==> config.mk <==
export PLATFORM = sky130hd
export DESIGN_NAME = scdm_ctrl
export DESIGN_NICKNAME = d
export VERILOG_FILES = /design/src/hdl/scdm_pkg.sv /design/src/hdl/scdm_ctrl.sv
export SDC_FILE = /design/constraint.sdc
export NUM_CORES = 1
export LEC_CHECK = 0
export BUFFER_PORTS_ARGS = -buffer_cell sky130_fd_sc_hd__buf_2
export CORE_UTILIZATION = 52
export DETAILED_ROUTE_END_ITERATION = 8
export PLACE_DENSITY_LB_ADDON = 0.3
export SLEW_MARGIN = 20
export SYNTH_ARGS = -nofsm -noshare
export SYNTH_HDL_FRONTEND = slang
export SYNTH_SLANG_ARGS = --single-unit
export TNS_END_PERCENT = 20
==> constraint.sdc <==
create_clock -name clk_i -period 2.16 [get_ports clk_i]
set_clock_uncertainty 0.2 [all_clocks]
set_input_delay 0.324 -clock clk_i [delete_from_list [all_inputs] [get_ports clk_i]]
set_output_delay 0.324 -clock clk_i [all_outputs]
set_load 0.01 [all_outputs]
==> src/hdl/scdm_pkg.sv <==
// ----------------------------------------------------------------------------
// scdm_pkg
// Shared types, constants and the sine quarter-wave table of the chorus core.
// ----------------------------------------------------------------------------
`default_nettype none

package scdm_pkg;

  localparam int SINE_TABLE_SIZE = 256;
  localparam int SINE_IW         = 8;
  localparam int SUM_W           = 28;
  localparam int WET_W           = 25;
  localparam int ACC_W           = 43;
  localparam int CFG_IW          = 3;
  localparam int CFG_DW          = 19;

  localparam logic [CFG_IW-1:0] CFG_LFO_STEP      = 3'd0;
  localparam logic [CFG_IW-1:0] CFG_BASE_DELAY    = 3'd1;
  localparam logic [CFG_IW-1:0] CFG_MOD_DEPTH     = 3'd2;
  localparam logic [CFG_IW-1:0] CFG_FEEDBACK_GAIN = 3'd3;
  localparam logic [CFG_IW-1:0] CFG_MIX_LEVEL     = 3'd4;
  localparam logic [CFG_IW-1:0] CFG_VOICE_COUNT   = 3'd5;

  typedef struct packed {
    logic        [15:0] lfo_step;
    logic        [18:0] base_delay;
    logic        [15:0] mod_depth;
    logic signed [15:0] feedback_gain;
    logic        [15:0] mix_level;
    logic        [2:0]  voice_count;
  } cfg_t;

  typedef struct packed {
    logic clr;
    logic accept;
    logic fb;
    logic wr;
    logic lfo;
    logic ofs;
    logic pos;
    logic rda;
    logic rdb;
    logic accb;
    logic div;
    logic mix1;
    logic mix2;
    logic load_out;
  } cmd_t;

  typedef struct packed {
    logic clr_done;
    logic last_voice;
  } sts_t;

  typedef logic [14:0] sine_rom_t [SINE_TABLE_SIZE];

  function automatic sine_rom_t build_sine_rom();
    sine_rom_t   rom;
    logic [63:0] x;
    logic [63:0] x2;
    logic [63:0] t;
    logic [63:0] s;
    for (int k = 0; k < SINE_TABLE_SIZE; k++) begin
      x  = (64'd1686629713 * (64'(2 * k) + 64'd1)) >> (SINE_IW + 1);
      x2 = (x * x) >> 30;
      t  = ((x * x2) >> 30) / 64'd6;
      s  = x - t;
      t  = ((t * x2) >> 30) / 64'd20;
      s  = s + t;
      t  = ((t * x2) >> 30) / 64'd42;
      s  = s - t;
      t  = ((t * x2) >> 30) / 64'd72;
      s  = s + t;
      t  = ((t * x2) >> 30) / 64'd110;
      s  = s - t;
      s  = (s * 64'd32767 + (64'd1 << 29)) >> 30;
      rom[k] = s[14:0];
    end
    return rom;
  endfunction

  localparam sine_rom_t SINE_ROM = build_sine_rom();

  // floor(2^30 / v) + 1, exact quotient for magnitudes below 2^27
  function automatic logic [30:0] recip(input logic [3:0] v);
    logic [30:0] r;
    case (v)
      4'd2:    r = 31'd536870913;
      4'd3:    r = 31'd357913942;
      4'd4:    r = 31'd268435457;
      4'd5:    r = 31'd214748365;
      4'd6:    r = 31'd178956971;
      4'd7:    r = 31'd153391690;
      4'd8:    r = 31'd134217729;
      default: r = 31'd1073741825;
    endcase
    return r;
  endfunction

  function automatic logic signed [15:0] sat16(input logic signed [23:0] v);
    logic signed [15:0] r;
    if (v > 24'sd32767) begin
      r = 16'sh7FFF;
    end else if (v < -24'sd32768) begin
      r = 16'sh8000;
    end else begin
      r = v[15:0];
    end
    return r;
  endfunction

endpackage

`default_nettype wire

==> src/hdl/scdm_ctrl.sv <==
// ----------------------------------------------------------------------------
// scdm_ctrl
// Sequencer of the chorus core: clearing pass, per-frame steps, output hold.
// ----------------------------------------------------------------------------
`default_nettype none

module scdm_ctrl
  import scdm_pkg::*;
(
  input  wire  clk_i,
  input  wire  rst_ni,
  input  wire  in_valid_i,
  output logic in_ready_o,
  output logic out_valid_o,
  input  wire  out_ready_i,
  input  sts_t sts_i,
  output cmd_t cmd_o
);

  typedef enum logic [13:0] {
    ST_CLEAR = 14'h0001,
    ST_IDLE  = 14'h0002,
    ST_FB    = 14'h0004,
    ST_WR    = 14'h0008,
    ST_LFO   = 14'h0010,
    ST_OFS   = 14'h0020,
    ST_POS   = 14'h0040,
    ST_RDA   = 14'h0080,
    ST_RDB   = 14'h0100,
    ST_ACCB  = 14'h0200,
    ST_DIV   = 14'h0400,
    ST_MIX1  = 14'h0800,
    ST_MIX2  = 14'h1000,
    ST_DONE  = 14'h2000
  } state_e;

  state_e state_q, state_d;
  logic   out_valid_q, out_valid_d;
  logic   out_free;

  assign out_free    = !out_valid_q || out_ready_i;
  assign in_ready_o  = (state_q == ST_IDLE);
  assign out_valid_o = out_valid_q;

  always_comb begin
    state_d = state_q;
    cmd_o   = '0;
    unique case (state_q)
      ST_CLEAR: begin
        cmd_o.clr = 1'b1;
        if (sts_i.clr_done) state_d = ST_IDLE;
      end
      ST_IDLE: begin
        cmd_o.accept = in_valid_i;
        if (in_valid_i) state_d = ST_FB;
      end
      ST_FB: begin
        cmd_o.fb = 1'b1;
        state_d  = ST_WR;
      end
      ST_WR: begin
        cmd_o.wr = 1'b1;
        state_d  = ST_LFO;
      end
      ST_LFO: begin
        cmd_o.lfo = 1'b1;
        state_d   = ST_OFS;
      end
      ST_OFS: begin
        cmd_o.ofs = 1'b1;
        state_d   = ST_POS;
      end
      ST_POS: begin
        cmd_o.pos = 1'b1;
        state_d   = ST_RDA;
      end
      ST_RDA: begin
        cmd_o.rda = 1'b1;
        state_d   = ST_RDB;
      end
      ST_RDB: begin
        cmd_o.rdb = 1'b1;
        state_d   = ST_ACCB;
      end
      ST_ACCB: begin
        cmd_o.accb = 1'b1;
        state_d    = sts_i.last_voice ? ST_DIV : ST_LFO;
      end
      ST_DIV: begin
        cmd_o.div = 1'b1;
        state_d   = ST_MIX1;
      end
      ST_MIX1: begin
        cmd_o.mix1 = 1'b1;
        state_d    = ST_MIX2;
      end
      ST_MIX2: begin
        cmd_o.mix2 = 1'b1;
        state_d    = ST_DONE;
      end
      ST_DONE: begin
        cmd_o.load_out = out_free;
        if (out_free) state_d = ST_IDLE;
      end
      default: state_d = ST_CLEAR;
    endcase
  end

  always_comb begin
    out_valid_d = out_valid_q;
    if (cmd_o.load_out) begin
      out_valid_d = 1'b1;
    end else if (out_ready_i) begin
      out_valid_d = 1'b0;
    end
  end

  always_ff @(posedge clk_i or negedge rst_ni) begin
    if (!rst_ni) begin
      state_q     <= ST_CLEAR;
      out_valid_q <= 1'b0;
    end else begin
      state_q     <= state_d;
      out_valid_q <= out_valid_d;
    end
  end

`ifndef SYNTHESIS
  a_done_loads: assert property (@(posedge clk_i) disable iff (!rst_ni)
    (state_q == ST_DONE && out_free) |=> (state_q == ST_IDLE && out_valid_q))
    else $error("finished frame not loaded into output");
  a_rise_from_done: assert property (@(posedge clk_i) disable iff (!rst_ni)
    $rose(out_valid_q) |-> $past(state_q) == ST_DONE)
    else $error("output valid without a finished frame");
  a_last_voice: assert property (@(posedge clk_i) disable iff (!rst_ni)
    (state_q == ST_ACCB && sts_i.last_voice) |=> state_q == ST_DIV)
    else $error("voice loop did not end on last voice");
  a_accept_starts: assert property (@(posedge clk_i) disable iff (!rst_ni)
    (state_q == ST_IDLE && in_valid_i) |=> state_q == ST_FB)
    else $error("accepted frame not started");
`endif

endmodule

`default_nettype wire

Word-level counts from Yosys, hierarchy flattened
Index checks and enable logic that the tools add are counted.

Input port bits: 6. Logic and storage cells: 44. Output and inout port bits: 16. Register bits after elaboration: 15.

Equality and inequality tests: 17. Reductions and logical operators: 4. Mux-type cells: 21.

Operator list (count): case mux 14 bit (14 select lines) (1); two-way mux 14 bit (3); two-way mux 1 bit (16); equality test 14 x 1 -> 1 bit (second input constant) (1); equality test 14 x 10 -> 1 bit (second input constant) (1); equality test 14 x 11 -> 1 bit (second input constant) (1); equality test 14 x 12 -> 1 bit (second input constant) (1); equality test 14 x 13 -> 1 bit (second input constant) (1); equality test 14 bit (second input constant) (1); equality test 14 x 2 -> 1 bit (second input constant) (1); equality test 14 x 3 -> 1 bit (second input constant) (1); equality test 14 x 4 -> 1 bit (second input constant) (1); equality test 14 x 5 -> 1 bit (second input constant) (1); equality test 14 x 6 -> 1 bit (second input constant) (1); equality test 14 x 7 -> 1 bit (second input constant) (1); equality test 14 x 8 -> 1 bit (second input constant) (1); equality test 14 x 9 -> 1 bit (second input constant) (1); two-way mux 11 bit (1); != test 2 bit (second input constant) (3); AND reduction 3 bit (1); nonzero test 2 bit (1); logical NOT 1 bit (1); logical OR 1 bit (1).

Longest topological paths before layout
Gate-level depths: netlist of run 1.

Depth after elaboration: 4. Gate-level depth with buffers: 5. Mapped depth without buffers: 4.

Worst setup path before layout of run 1
No wires, ideal clock.

Path type: reg2out. Start point: register state_q[10]. End point: output cmd_o[7] in the netlist's numbering. Stages on the path, launching flop included: 5. Buffers on the path: 0. Slack: 0.133 ns. Required time: 1.636 ns. Arrival: 1.503 ns. Cells stage by stage: dfrtp_1 -> nor3_4 -> nand4_2 -> or3_4 -> nor3b_2.

RTL lines: from (decl) (line scdm_ctrl.sv:37) `state_e state_q, state_d;`; from (signal assigned) (line scdm_ctrl.sv:123) `state_q <= state_d;`; to (decl) (line scdm_ctrl.sv:17) `output cmd_t cmd_o`.

==> results.cfg, run 1 <==
[worst_setup_path]
r2r-start = state_q[7]
crit_path_max_fanout = 7
worst_setup_path_start_kind = flip-flop
setup.worst_path.start = state_q[6]
path_class = reg2out
endpoint_kind = output pin
r2r-end = state_q[0]
crit_path_cell_trace = nor4_4 -> buf_4 -> nand4_1 -> nor2_1 -> and2_1 -> buf_2
slowest_stage = dfrtp_1
reg2regPathDepth = 5
r2r_slack_ns = 0.30
slowest_delay_ns = 0.43
worstPathArrival_ns = 1.78
critPathRequiredTime_ns = 1.64

[floorplanning]
io_pins = 22
design.core.area_um2 = 1750
dieArea_um2 = 2060
start_util_pct = 56.2
die_h_um = 45.4
die_w_um = 45.4
rows = 15

[hold_path]
hold_start = sts_i[0]
whs_path_depth = 2
whs_endpoint = state_q[10]
hp-class = in2reg

[global_routing]
grt_util_all_layers_pct = 24.5
grt_overflow = 0
grt_max_degree = 16
grt_pass1_wl_mm = 3.48
grt_pass1_vias = 818
antenna_found_initial = 0

[place]
hpwl_mm = 1.56
place_ws_ns = 0.0752
place_area_um2 = 1180
gp_congestion = 0.886
portBuffers = 21

[route]
detail_route.first_pass.iterations = 4
drtIter0Drc = 20
drc = 0
wl_mm = 2.17
vias = 874
drt.antenna.violating_nets = 0
routed_via_density = 5.40
routedWlPerCell_um = 13.4

[sta]
setup-tns-final_ns = -1.05
fin_crit_ns = 2.31
fmax_ghz = 0.433
worst_pin_slew_ns = 0.350
rsz0062_at_grt = yes
whs_ns = 0.0700
slew_headroom_pct = 76.7
hold_violations = 0
setup_viol = 11
slew_violations = 0
setup_ws_ns = -0.147
period_share_pct = 107

[logic_synthesis]
seq_area_frac_synth_pct = 38.4
synth_cell_types = 39
synth_flop_cell = dfrtp_1
synth.top_cell.area_share_pct = 35.7
synth_fp_nets = 103
synth_area_per_cell_um2 = 10.1
yosysTopAreaCell = dfrtp_1
yosysWarningCount = 0
synth-async-reset-ratio_pct = 100
syn_inst = 97
synth-seq-cells = 15
syn_area_um2 = 981
synth_area_leaders = dfrtp_1 (36%), nor3b_2 (6.4%), nor4_4 (4.3%)
synth-edff-count = 0

[clock_tree]
cts.sinks = 15
cts_buffers = 3
clkLatencyLatePin_ns = 0.29
cts_tree = done
cts-root-buf = clkbuf_4
htree_levels = 1
ctsLongestPathBuffers = 2
clkTransAtPathRegs_ns = 0.09

[cells_and_area]
final_area_um2 = 1310
synthToLayoutAreaGrowth_pct = 33.4
n_fill_cell = 134
fin_nets = 144
layout_common_cells = buf_2 (21), buf_4 (17), dfrtp_1 (11)
drive_above_1_share_pct = 48.2
final_common_cell = buf_2
n_antenna_cell = 0

[pwr]
cellPowerDensity_nw_per_um2 = 656
p_leak_nw = 0.673
ir_worst_vdd_uv = 643

[outcome]
outcome = complete, but fails checks
violations = setup timing

[run]
maxCapViolCount = 0
## routing by layer
metal | wire (um) | GRT usage (%) | vias to the layer above
li1 | - | - | 437
met1 | 1010 | 30.5 | 409
met2 | 1040 | 39.1 | 28
met3 | 119 | 8.33 | 0
met4 | 0 | 9.09 | 0
met5 | 0 | 0 | -
## how the worst max path moves through the flow
| stage | to | slack, ns | cells after the start |
|---|---|---|---|
| 4_1_cts | cmd_o[6] | -0.15 | 5 |
| 3_5_place_dp | cmd_o[6] | 0.08 | 5 |
| 6_report | cmd_o[12] | -0.15 | 6 |
| 2_1_floorplan | cmd_o[7] | 0.13 | 4 |
| 5_1_grt | cmd_o[10] | -0.23 | 5 |
| 3_3_place_gp | cmd_o[7] | 0.12 | 5 |
## metrics by stage
step	total power, mW	cells	utilization [%]
after floorplan	0.541	97	-
after global placement	0.649	151	67.7
after detailed placement	0.655	151	67.7
after CTS	0.859	162	73.1
after global routing	0.920	162	75.0
final	0.859	162	75.0
## flip-flops by register name, indices dropped and copies added (netlist names)
register     count
state_q         14
out_valid_o      1
## kinds of logic (layout without fill, tap and decap cells)
kind of cell / after synthesis / after routing / share of synthesized area (%)
compound gates: 13 / 13 / 9.06
xor+xnor: 3 / 3 / 2.68
buf+inv: 7 / 47 / 3.70
flops: 15 / 15 / 38.4
simple gates: 59 / 59 / 46.2
## what timing repair did
| item | 4_1_cts | 5_1_grt |
|---|---|---|
| gates resized for setup | 5 | 6 |
| hold buffers | 1 | 0 |
| endpoints found under the hold margin | 14 | 0 |
| pin swaps | 9 | 1 |
| setup endpoints to repair | 15 | 15 |
| setup buffers | 6 | 0 |
## final cells by class
cell class	count	area (um2)	share of cell area, %
clock buffers	4	26.3	2.01
inverters	3	11.3	0.860
multi-input cells	75	606	46.3
flip-flops and latches	15	380	29.1
well taps	25	31.3	2.39
repair buffers	40	254	19.4
## cells in the mapped netlist (2+ instances only)
master / instances
nor3b_1: 4
nand3_1: 4
and2b_1: 4
buf_4: 2
xor2_1: 3
dfrtp_1: 14
inv_1: 3
o21ai_0: 4
nand4_1: 4
nor4_4: 2
nor3b_2: 5
nor4b_1: 2
nor3_4: 2
nor2_1: 8
nor2_2: 2
nand2_1: 2
and2_1: 3
and3_1: 4
nand2b_1: 4
nor4_1: 2
## worst max-delay path: cells and delay by family, from the launching register on
family / cells / cell delay, ns
AND/OR/NAND/NOR: 4 / 0.75
flip-flops: 1 / 0.43
buffers and inverters: 2 / 0.31
## where the power goes
part	switching (mW)	leakage (nW)	total [mW]	internal, mW
sequential	0.0287	0.200	0.337	0.308
clock	0.0925	0.0150	0.164	0.0720
combinational	0.178	0.458	0.357	0.180
total	0.299	0.673	0.859	0.560
Note: power is estimated with default switching activity, not from simulation.
==> run 2, diff against run 1 <==
--- a/config.mk
+++ b/config.mk
@@ -6,7 +6,7 @@
 export NUM_CORES = 1
 export LEC_CHECK = 0
 export BUFFER_PORTS_ARGS = -buffer_cell sky130_fd_sc_hd__buf_2
-export CORE_UTILIZATION = 52
+export CORE_UTILIZATION = 47
 export DETAILED_ROUTE_END_ITERATION = 8
 export PLACE_DENSITY_LB_ADDON = 0.3
 export SLEW_MARGIN = 20
==> constraint.sdc (replaced) <==
create_clock -name clk_i -period 2.1 [get_ports clk_i]
set_clock_uncertainty 0.2 [all_clocks]
set_input_delay 0.315 -clock clk_i [delete_from_list [all_inputs] [get_ports clk_i]]
set_output_delay 0.315 -clock clk_i [all_outputs]
set_load 0.01 [all_outputs]
==> results.cfg, run 2 (synthesis results as in run 1) <==
[cells_and_area]
multi_input_area_um2 = 609
n_fill_cell = 174
synthToLayoutAreaGrowth_pct = 34.2
drive_above_1_share_pct = 48.5
layout_common_cells = buf_2 (19), buf_4 (17), dfrtp_1 (12)
n_antenna_cell = 0
regArea_um2 = 379
fin_nets = 143
largest_reg_flops = 14
final_area_um2 = 1320
regMostFlops = state_q
final_common_cell = buf_2

[clock_tree]
cts_buffers = 3
cts-root-buf = clkbuf_4
clkLatencyLatePin_ns = 0.29
ctsLongestPathBuffers = 2
cts_tree = done
htree_levels = 1
clkTransAtPathRegs_ns = 0.09
cts.sinks = 15

[outcome]
outcome = complete, but fails checks
violations = setup timing

[floorplanning]
die_w_um = 47.7
io_pins = 22
dieArea_um2 = 2270
die_h_um = 47.7
design.core.area_um2 = 1960
start_util_pct = 50.0
rows = 16

[sta]
whs_ns = 0.0467
rsz0062_at_grt = yes
setup-tns-final_ns = -2.43
slew_headroom_pct = 67.8
setup_viol = 14
period_share_pct = 113
setup_ws_ns = -0.279
fin_crit_ns = 2.38
hold_violations = 0
worst_pin_slew_ns = 0.476
slew_violations = 0
fmax_ghz = 0.420

[worst_setup_path]
critPathRequiredTime_ns = 1.58
r2r-start = state_q[5]
path_class = reg2out
worst_setup_path_start_kind = flip-flop
endpoint_kind = output pin
setup.worst_path.start = state_q[5]
worstPathArrival_ns = 1.86
crit_path_max_fanout = 6

[route]
drtIter0Drc = 16
drt.antenna.violating_nets = 0
wl_mm = 2.14
detail_route.first_pass.iterations = 4
routed_via_density = 5.40
routedWlPerCell_um = 13.1
vias = 880
drc = 0

[place]
portBuffers = 21
hpwl_mm = 1.57
place_area_um2 = 1190
gp_congestion = 0.778

[hold_path]
hp-class = in2reg
hold_start = sts_i[0]

[pwr]
p_leak_nw = 0.675
ir_worst_vdd_uv = 524
cellPowerDensity_nw_per_um2 = 687
power.total_mw = 0.905

[run]
maxCapViolCount = 0

[global_routing]
grt_util_all_layers_pct = 22.1
grt_overflow = 0
antenna_found_initial = 0
grt_max_degree = 16
grt_pass1_vias = 758
grt_pass1_wl_mm = 3.37
-- run 2: cell types whose count changed in the layout (fill, tap and decap cells not counted), sizes merged --
| cell | previous run | this run |
|---|---|---|
| clkbuf | 4 | 3 |
| buf | 39 | 38 |
| clkinv | 0 | 1 |
-- run 2: worst paths after layout --
path | to | slack, ns | cells after the start
min reg2reg | out_valid_o | 0.35 | 2
max reg2reg | state_q[2] | 0.29 | 5
max | cmd_o[12] | -0.28 | 5
min | state_q[10] | 0.05 | 2
max in group asynchronous | state_q[0] | 1.16 | 2
min in group asynchronous | out_valid_o | 0.25 | 2
-- run 2: power by group --
| part | internal (mW) | total (mW) | leakage [nW] | switching, mW |
|---|---|---|---|---|
| Clock | 0.0710 | 0.169 | 0.0177 | 0.0981 |
| Sequential | 0.317 | 0.346 | 0.202 | 0.0286 |
| Combinational | 0.194 | 0.390 | 0.456 | 0.195 |
-- run 2: per-layer routing --
layer	GRT usage, %	part of all wire [%]
met5	0	0
met4	8.33	1.5
met3	6.79	3.9
met2	33.2	45
met1	30.0	49
-- run 2: timing repair --
action                                  4_1_cts  5_1_grt
hold buffers                                  1        0
endpoints found under the setup margin       15       15
endpoints found under the hold margin        15        0
setup buffers                                 3        1
gates resized for setup                       9        4
pin swaps                                     8        4
-- run 2: cell type report --
type                            count  area share, %
Clock buffer                        3           1.71
Sequential cell                    15           28.8
Tap cell                           27           2.57
Clock inverter                      1          0.380
Timing Repair Buffer               39           19.4
Inverter                            3          0.856
Multi-Input combinational cell     75           46.3
-- run 2: through the flow --
step                setup WS [ns]  utilization, %  std cells
floorplan                  0.0817               -         97
global placement           0.0824            60.8        154
detailed placement         0.0438            60.8        154
CTS                        -0.220            65.8        162
global route               -0.360            67.1        163
finish                     -0.279            67.1        163
-- run 2: critical path, stage by stage, from the launching register on --
cell and delay [ns]:
dfrtp_2 0.45, nor4_4 0.44, nand4_1 0.23, nor2_1 0.19
and2_1 0.14, buf_2 0.12
